===== config.mk =====
export PLATFORM = sky130hd
export DESIGN_NAME = tkl_cell
export DESIGN_NICKNAME = d
export VERILOG_FILES = /design/src/design/tkl_pkg.sv /design/src/design/tkl_cell.sv
export SDC_FILE = /design/constraint.sdc
export NUM_CORES = 1
export LEC_CHECK = 0
export ABC_AREA = 1
export CORE_AREA = 3 3 116 140
export CTS_BUF_LIST = sky130_fd_sc_hd__clkbuf_8 sky130_fd_sc_hd__clkbuf_16
export DETAILED_ROUTE_END_ITERATION = 16
export DIE_AREA = 0 0 119 143
export DONT_BUFFER_PORTS = 1
export HOLD_SLACK_MARGIN = 0.08
export PLACE_DENSITY = 0.59
export SKIP_LAST_GASP = 1
export SLEW_MARGIN = 25
export SYNTH_ARGS = -nofsm -noshare
export SYNTH_HDL_FRONTEND = slang
export SYNTH_SLANG_ARGS = --single-unit

===== constraint.sdc =====
create_clock -name clk -period 2.9 [get_ports clk]
set_input_delay 0.58 -clock clk [delete_from_list [all_inputs] [get_ports clk]]
set_output_delay 0.58 -clock clk [all_outputs]
set_load 0.01 [all_outputs]

===== src/design/tkl_pkg.sv =====
// Package for the sorted top-K insertion list.
// Holds operation codes, field widths, the cell control struct and the tag filler.
// No dependencies.
package tkl_pkg;

  localparam int SCORE_W        = 64;
  localparam int TAG_W          = 24;
  localparam int OP_W           = 2;
  localparam int SLOT_W         = 4;
  localparam int POS_W          = 4;
  localparam int COUNT_W        = 5;
  localparam int DEF_LIST_DEPTH = 16;

  localparam logic [OP_W-1:0] OP_INSERT = 2'd0;
  localparam logic [OP_W-1:0] OP_READ   = 2'd1;
  localparam logic [OP_W-1:0] OP_CLEAR  = 2'd2;

  localparam logic [7:0]       SPACE_CHAR = 8'h20;
  localparam logic [TAG_W-1:0] SPACE_TAG  = 24'h202020;

  // Controls broadcast to every cell of the chain.
  typedef struct packed {
    logic insert;  // qualifying insert this cycle
    logic clear;   // return to reset contents
  } cell_ctl_t;

  // Each zero byte of a tag is stored as a space.
  function automatic logic [TAG_W-1:0] fill_spaces(input logic [TAG_W-1:0] raw);
    logic [TAG_W-1:0] res;
    res = raw;
    for (int b = 0; b < 3; b++) begin
      if (raw[8*b +: 8] == 8'h00) begin
        res[8*b +: 8] = SPACE_CHAR;
      end
    end
    return res;
  endfunction

endpackage


===== src/design/tkl_cell.sv =====
// One slot of the sorted list: holds a score and a tag.
// Clears, takes the new entry, takes its upper neighbor's entry, or holds. Depends on tkl_pkg.
module tkl_cell (
  input  logic                        clk,
  input  logic                        rst_n,
  input  tkl_pkg::cell_ctl_t          ctl,
  input  logic [tkl_pkg::SCORE_W-1:0] new_score,
  input  logic [tkl_pkg::TAG_W-1:0]   new_tag,
  input  logic                        in_range,
  input  logic                        ge_prev,
  input  logic [tkl_pkg::SCORE_W-1:0] prev_score,
  input  logic [tkl_pkg::TAG_W-1:0]   prev_tag,
  output logic                        ge_out,
  output logic                        hit,
  output logic [tkl_pkg::SCORE_W-1:0] score,
  output logic [tkl_pkg::TAG_W-1:0]   tag
);
  import tkl_pkg::*;

  logic [SCORE_W-1:0] score_r, score_nxt;
  logic [TAG_W-1:0]   tag_r, tag_nxt;
  logic               local_ge;

  // The new entry passes this slot while the stored score is equal or higher.
  assign local_ge = in_range && (new_score <= score_r);
  assign ge_out   = ge_prev && local_ge;
  assign hit      = ge_prev && !local_ge;

  always_comb begin
    score_nxt = score_r;
    tag_nxt   = tag_r;
    priority if (ctl.clear) begin
      score_nxt = '0;
      tag_nxt   = SPACE_TAG;
    end else if (ctl.insert && hit) begin
      score_nxt = new_score;
      tag_nxt   = new_tag;
    end else if (ctl.insert && !ge_prev) begin
      score_nxt = prev_score;
      tag_nxt   = prev_tag;
    end
  end

  always_ff @(posedge clk) begin
    if (!rst_n) begin
      score_r <= '0;
      tag_r   <= SPACE_TAG;
    end else begin
      score_r <= score_nxt;
      tag_r   <= tag_nxt;
    end
  end

  assign score = score_r;
  assign tag   = tag_r;

endmodule


==> metrics.txt, run 1 <==
Max Fanout on Critical Path=3; sw frac=a little under a third; Slew Limit Fails=0; run status=completed; P_leak=approximately 0.0042 uW; Area growth syn-to-layout=17.4%; GRT overflow=0; post-synthesis adder-cell area fraction=between 10% and 20%; initial antenna violation count=0; number of global-route vias before repair=around 6000; period utilization=95.8%; vias per cell=a little under 5; CTS tree=yes; cell area after placement=~7400 um^2; unique cell type count in the Yosys netlist=27; Net Sw Power=roughly 1000 uW; Starting Density=approximately 45%; Clock Power Share=around 37%; Final Setup Violations=0; hold buffers post-CTS=0; Critical Path Start Type=flop; Die Ht=143 um; post-synthesis compound-gate area fraction=~11%; PD cells=between 400 and 500 nW/um^2; Sink Count=approximately 90; vias=around 6400; top_reg_cell synth=dfxtp_1; r2r worst-path depth=14; Clock Latency Late Sink=350 ps; clock buffer depth=2; Pre-antenna DRT Iters=4; Final ANT Viol Nets=0; combinational family with the most area after synthesis=simple AND/OR/NAND/NOR gates; Worst Setup End Kind=primary output; max-cap violation count=0; Placer Congestion=roughly 0.81; initial drt markers=292; ANT cells=0; peak supply drop=226 uV; yosys warns=0; Worst Tran Pin Value=470 ps; io pins=between 200 and 300; layout net count=around 1300; Post-Synth XOR/XNOR Area=0%; reg2reg start=score[62]; first-pass GRT wire length=about 30 mm; WP data required=between 2000 and 2500 ps; most frequent cells in the layout=405 x nand2_1, 186 x inv_1, 96 x a21oi_1; synthesized cell area=between 6000 and 7000 um^2; # port buffers=0; number of cell rows=49; core box area=approximately 15000 um^2; sequential power share=approximately two fifths; final-report hold violation count=0; layout cell share with drive strength beyond 1=13.3%; post-synthesis mux area share=0%; critical path class=flop to primary output; FMAX=between 300 and 400 MHz; DPL Wire Length=13.9 mm; ys async rst share=0%; Min-Delay Startpoint=new_tag[21]; post-synthesis register bit count=88; unrepaired setup endpoints after global routing=yes; CTS H-Tree Depth=3; Slew Limit Headroom=between 60 and 70%; post-route DRC violation count=0; min cycle time layout=2780 ps; die width=approximately 120 um; leading cell type in the layout, fill and taps excluded=nand2_1; largest net degree at the start of global routing=89; area fraction in and, or, nand and nor cells after synthesis=a little over a third; worst endpoint data arrival time=~2200 ps; TNS Setup=0 ps; routed wire length=approximately 19 mm; combinational share of power=24.2%; CTS clk-pin slew, worst paths=about 60 ps; syn_area_per_cell=6.30 um^2; Worst Hold Depth=2; Finished Cell Area=approximately 8000 um^2; Num CTS Buffers=9; Critical Path Source=score[62]; Mapped Nets=~1300; die area=17000 um^2; cells after synthesis=about 1100; Worst Hold Class=input port to flop; Seq/Total Area, Yosys=around a quarter; Post-synth EDFFs=0; Routed WL per cell=between 10 and 15 um; Setup Skew=roughly 7.4 ps; Int Pwr=~2400 uW; CTS root buffer=clkbuf_16; Global Route Usage Sum=a little over a fifth
routing by layer:
| metal | global-route usage, % | share of wire [%] | vias to the layer above |
|---|---|---|---|
| met5 | 0 | 0 | - |
| met3 | 7.05 | 7.3 | 21 |
| met2 | 37.4 | 48 | 190 |
| li1 | - | - | 3348 |
| met4 | 6.53 | 1.6 | 0 |
| met1 | 25.8 | 43 | 2824 |
power groups by stage:
stage | combinational [uW] | sequential, uW | clock [uW]
after global routing | 957 | 1330 | 1370
final | 831 | 1320 | 1290
after floorplan | 587 | 1360 | 0
after global placement | 814 | 1340 | 0
after CTS | 827 | 1320 | 1320
after detailed placement | 819 | 1350 | 0
registers in the layout, indices dropped and copies added, names as in the netlist:
signal and cells:
score 64, tag 24
final timing paths:
path	slack [ps]	endpoint
worst max-delay path	120	hit
worst min-delay path	390	tag[21]
worst max register to register	250	tag[5]
worst min register to register	550	score[42]
cells by family after synthesis:
family / Yosys count
flops: 88
compound gates: 131
buf+inv: 246
simple gates: 534
fa+ha+maj: 64
synthesized netlist by cell type (2+ instances only):
master | instances | area share [%]
dfxtp_1 | 88 | 26
nand3_2 | 2 | 0.30
buf_2 | 16 | 1.2
nand4_1 | 6 | 0.56
inv_2 | 2 | 0.11
o21a_1 | 3 | 0.34
clkbuf_1 | 23 | 1.3
buf_1 | 6 | 0.34
o21ai_1 | 2 | 0.15
inv_1 | 189 | 11
buf_4 | 3 | 0.34
a21oi_1 | 97 | 7.2
a21oi_2 | 20 | 2.6
nand3_1 | 7 | 0.52
nor3_1 | 3 | 0.22
ha_1 | 64 | 12
o21ai_0 | 7 | 0.52
nand2_1 | 407 | 23
nand3b_1 | 85 | 9.5
nor2_1 | 20 | 1.1
buf_6 | 7 | 1.2
layout make-up:
| type | count | area, um^2 |
|---|---|---|
| Timing Repair Buffer | 82 | 741 |
| Sequential cell | 88 | 1770 |
| Multi-Input combinational cell | 729 | 4060 |
| Clock buffer | 10 | 239 |
| Clock inverter | 6 | 83.8 |
| Inverter | 191 | 721 |
| Fill cell | 1602 | 7160 |
| Tap cell | 204 | 255 |
worst max-delay path, stage by stage, from the launching register on:
cell and delay (ps):
dfxtp_2 330, inv_1 70, ha_4 270, nand4_1 190, nor3_2 260, nor3b_4 270, nand2_1 80, nand2_1 80
nand2_2 90, nand2_4 80, nand2_2 50, inv_2 80
timing repair:
| item | 4_1_cts | 5_1_grt |
|---|---|---|
| resized for setup | 3 | 22 |
| setup endpoints to repair | 2 | 2 |
| gates cloned | 0 | 0 |
| pin swaps | 2 | 10 |
| setup buffers | 1 | 1 |
through the flow:
step           utilization (%)  power, uW  hold slack (ps)  std cells  worst slack (ps)
3_5_place_dp              49.3       2160              537       1292              97.5
3_3_place_gp              49.3       2160              535       1292               121
5_1_grt                   52.3       3650              394       1310             -55.6
6_report                  52.3       3440              394       1310               123
4_1_cts                   51.6       3460              386       1309              13.0
2_1_floorplan                -       1940              509       1063               153
(Power assumes the default switching activity.)
==> run 2: changes to the inputs <==
--- a/config.mk
+++ b/config.mk
@@ -13,6 +13,7 @@
 export DONT_BUFFER_PORTS = 1
 export HOLD_SLACK_MARGIN = 0.08
 export PLACE_DENSITY = 0.59
+export REMOVE_ABC_BUFFERS = 1
 export SKIP_LAST_GASP = 1
 export SLEW_MARGIN = 25
 export SYNTH_ARGS = -nofsm -noshare
==> metrics.txt, run 2 (synthesis results as in run 1) <==
Final ANT Viol Nets=0; run status=completed; initial antenna violation count=0; sequential power share=roughly two fifths; largest net degree at the start of global routing=a little under 90; number of cell rows=just under 50; initial drt markers=309; Starting Density=between 40% and 50%; CTS clk-pin slew, worst paths=~70 ps; vias per cell=between 4 and 5; min cycle time layout=about 2800 ps; ANT cells=0; Die Ht=143 um; Sink Count=88; # port buffers=0; CTS tree=yes; peak supply drop=around 240 uV; Worst Setup End Kind=primary output; Clock Latency Late Sink=around 340 ps; Placed Instances=about 1300; TNS Setup=0 ps; core box area=approximately 15000 um^2; first-pass GRT wire length=a little over 30 mm; Net Sw Power=roughly 1100 uW; final-report hold violation count=0; Clock Power Share=a little under two fifths; Slew Limit Headroom=between 60 and 70%; critical path class=flop to primary output; period utilization=a little over nine tenths; Int Pwr=roughly 2300 uW; worst endpoint data arrival time=around 2200 ps; Layout Cells excl Fill=approximately 1300; die area=17000 um^2; worst setup margin=between 100 and 150 ps; max reg flops=between 60 and 70; GRT overflow=0; pre-CTS WS=about 48 ps; Placer Congestion=roughly 0.81; P_leak=0.00418 uW; WP data required=about 2300 ps; Worst Hold Class=input port to flop; fin util=between 50% and 60%; number of global-route vias before repair=around 6000; CTS root buffer=clkbuf_16; Area growth syn-to-layout=17.7%; leading cell type in the layout, fill and taps excluded=nand2_1; vias=6398; layout net count=1354; DPL Wire Length=13.9 mm; Pre-antenna DRT Iters=5; CTS H-Tree Depth=3; Hold WS=approximately 400 ps; setup slack, reg-to-reg=around 290 ps; Max Fanout on Critical Path=3; layout cell share with drive strength beyond 1=13.8%; Global Route Usage Sum=a little over a fifth; Slew Limit Fails=0; max-cap violation count=0; post-route DRC violation count=0; most frequent cells in the layout=405 x nand2_1, 187 x inv_1, 96 x a21oi_1; Final Setup Violations=0; FMAX=about 360 MHz; PD cells=433 nW/um^2; Num CTS Buffers=9; io pins=between 200 and 300; Worst Tran Pin Value=slightly below 500 ps; clock buffer depth=2; Routed WL per cell=roughly 15 um; sw frac=31.3%; Critical Path Start Type=flop; combinational share of power=roughly 25%; die width=~120 um; # fillers=between 1500 and 2000; Setup Skew=~8.3 ps; routed wire length=between 15 and 20 mm
-- run 2: area by class of cell --
cell class	count	area, um^2	area share (%)
Inverter	191	723	9.17
Timing Repair Buffer	89	781	9.90
Tap cell	204	255	3.24
Multi-Input combinational cell	729	4040	51.2
Clock inverter	5	62.6	0.794
Sequential cell	88	1770	22.4
Clock buffer	11	253	3.21
-- run 2: critical path: stages (launching register included) --
cell and delay (ps):
dfxtp_1 350, inv_1 80, ha_4 280, nand4_1 110, nor2_2 190, nand3b_1 140
nor3b_4 230, nand2_1 80, nand2_1 80, nand2_2 90, nand2_4 100, nand2_4 70
inv_4 60
-- run 2: path summary, 6_finish.rpt --
path	start	endpoint	cells past startpoint
setup reg to reg	score[47]	score[62]	16
setup / recovery	score[47]	hit	12
hold / removal	new_tag[21]	tag[21]	2
hold reg to reg	tag[5]	tag[5]	2
-- run 2: power groups by stage --
stage	Combinational (uW)	Clock, uW	Sequential (uW)
finish	839	1260	1320
global route	964	1350	1320
CTS	833	1310	1320
detailed placement	825	0	1340
global placement	815	0	1340
floorplan	538	0	1360
-- run 2: metrics by stage --
step | power (uW) | area (um^2)
2_1_floorplan | 1890 | 6410
3_3_place_gp | 2160 | 7430
3_5_place_dp | 2170 | 7430
4_1_cts | 3460 | 7770
5_1_grt | 3630 | 7880
6_report | 3410 | 7880
-- run 2: what timing repair did --
item | in CTS | in global routing
hold buffers | 0 | 0
setup buffers | 2 | 3
pin swaps | 3 | 9
resized for setup | 6 | 21
endpoints found under the setup margin | 2 | 2
-- run 2: metal layers --
metal / wire [um] / up-vias / GRT usage, %
met2: 9300 / 199 / 36.6
met5: 0 / - / 0
met4: 388 / 0 / 6.77
li1: - / 3360 / -
met3: 1460 / 25 / 7.25
met1: 8180 / 2814 / 26.4
==> run 3: changes to the inputs <==
--- a/config.mk
+++ b/config.mk
@@ -6,6 +6,7 @@
 export NUM_CORES = 1
 export LEC_CHECK = 0
 export ABC_AREA = 1
+export ABC_CLOCK_PERIOD_IN_PS = 2900
 export CORE_AREA = 3 3 116 140
 export CTS_BUF_LIST = sky130_fd_sc_hd__clkbuf_8 sky130_fd_sc_hd__clkbuf_16
 export DETAILED_ROUTE_END_ITERATION = 16
@@ -14,6 +15,7 @@
 export HOLD_SLACK_MARGIN = 0.08
 export PLACE_DENSITY = 0.59
 export REMOVE_ABC_BUFFERS = 1
+export SETUP_SLACK_MARGIN = 0.4
 export SKIP_LAST_GASP = 1
 export SLEW_MARGIN = 25
 export SYNTH_ARGS = -nofsm -noshare
==> metrics.txt, run 3 (synthesis results as in run 1) <==
core box area=between 15000 and 20000 um^2; number of global-route vias before repair=6283; final-report hold violation count=0; Layout Cells excl Fill=about 1400; Placed Instances=around 1300; worst endpoint data arrival time=about 2200 ps; period utilization=between 90% and 100%; Setup Skew=11.1 ps; Hold WS=a little under 400 ps; Routed WL per cell=about 17 um; vias per cell=5.03; Worst Hold Class=input port to flop; Die Ht=between 100 and 150 um; CTS tree=yes; run status=completed; Starting Density=approximately 45%; ANT cells=0; Global Route Usage Sum=between 20% and 30%; Sink Count=88; Placer Congestion=0.806; post-route DRC violation count=0; number of cell rows=just under 50; P_leak=around 0.0048 uW; max-cap violation count=0; routed wire length=23.4 mm; Area growth syn-to-layout=41.8%; Slew Limit Headroom=65.0%; PD cells=between 400 and 500 nW/um^2; vias=between 6000 and 7000; TNS Setup=0 ps; peak supply drop=approximately 240 uV; hold endpoint=tag[21]; Max Fanout on Critical Path=3; # port buffers=0; most frequent cells in the layout=354 x nand2_1, 181 x inv_1, 85 x nand3b_1; critical path class=flop to primary output; first-pass GRT wire length=around 34 mm; initial drt markers=~360; Pre-antenna DRT Iters=7; initial antenna violation count=0; r2r worst-path depth=19; layout cell share with drive strength beyond 1=between 20% and 30%; DPL Wire Length=about 14 mm; layout net count=roughly 1400; io pins=between 200 and 300; largest net degree at the start of global routing=90; Critical Path Start Type=flop; CTS root buffer=clkbuf_16; fin util=63.2%; Final Setup Violations=0; Worst Setup End Kind=primary output; die area=17000 um^2; Num CTS Buffers=9; leading cell type in the layout, fill and taps excluded=nand2_1; CTS H-Tree Depth=3; Final ANT Viol Nets=0; Slew Limit Fails=0; Worst Hold Depth=2; die width=119 um; Clock Latency Late Sink=around 350 ps; setup slack, reg-to-reg=170 ps; Overall Power=roughly 3800 uW; Worst Tran Pin Value=between 500 and 600 ps; Min-Delay Startpoint=new_tag[21]; R2R Path End=score[23]; WP data required=around 2300 ps; unrepaired setup endpoints after global routing=yes; CTS clk-pin slew, worst paths=around 70 ps; GRT overflow=0; clock buffer depth=2; min cycle time layout=2780 ps; FMAX=360 MHz; reg2reg start=score[47]; max reg flops=64
[run 3: worst max-delay path by stage]
stage               depth (start not counted)  slack (ps)  endpoint           from
global route                               10          10       hit      score[60]
finish                                     11         120       hit      score[47]
floorplan                                  15       -1180    tag[5]  new_score[43]
CTS                                        12         110       hit      score[45]
global placement                           11         100       hit  new_score[47]
detailed placement                         11          50       hit  new_score[47]
[run 3: final cells by class]
cell class	instances	area (um^2)
Sequential cell	88	1780
Inverter	191	748
Timing Repair Buffer	136	1820
Fill cell	1379	5520
Multi-Input combinational cell	730	4560
Tap cell	204	255
Timing Repair inverter	2	27.5
Clock inverter	5	62.6
Clock buffer	11	253
[run 3: metal layers]
metal  routed length (um)  global-route usage [%]
met1                 9880                    31.0
met2                11400                    41.2
met5                    0                       0
met4                  408                    7.08
met3                 1620                    7.57
[run 3: per-stage QoR]
step,area [um^2],setup slack (ps)
floorplan,6410,-1180
global placement,7430,104
detailed placement,7430,48.3
CTS,8720,107
global route,9500,10.8
finish,9500,120
[run 3: power breakdown]
| group | internal [uW] | total [uW] | switching (uW) | leakage, uW |
|---|---|---|---|---|
| combinational | 578 | 1220 | 639 | 0.00390 |
| clock | 723 | 1280 | 556 | 0.000149 |
| sequential | 1270 | 1320 | 47.4 | 0.000727 |
| total | 2570 | 3820 | 1240 | 0.00478 |
[run 3: what timing repair did]
action | in CTS | in global routing
resized for setup | 80 | 117
setup endpoints to repair | 90 | 90
pin swaps | 26 | 43
hold buffers | 0 | 0
setup buffers | 19 | 6
cloned | 17 | 13
[run 3: worst max-delay path, cell delays in order, from the launching register on]
cell      delay [ps]
dfxtp_2          340
inv_2             50
ha_4             260
nand4_1          190
nor2_4           170
nand3b_1         130
nor3b_4          240
nand4_1          130
nand2_2          140
nand2_4           80
nand2_4           90
inv_4             40
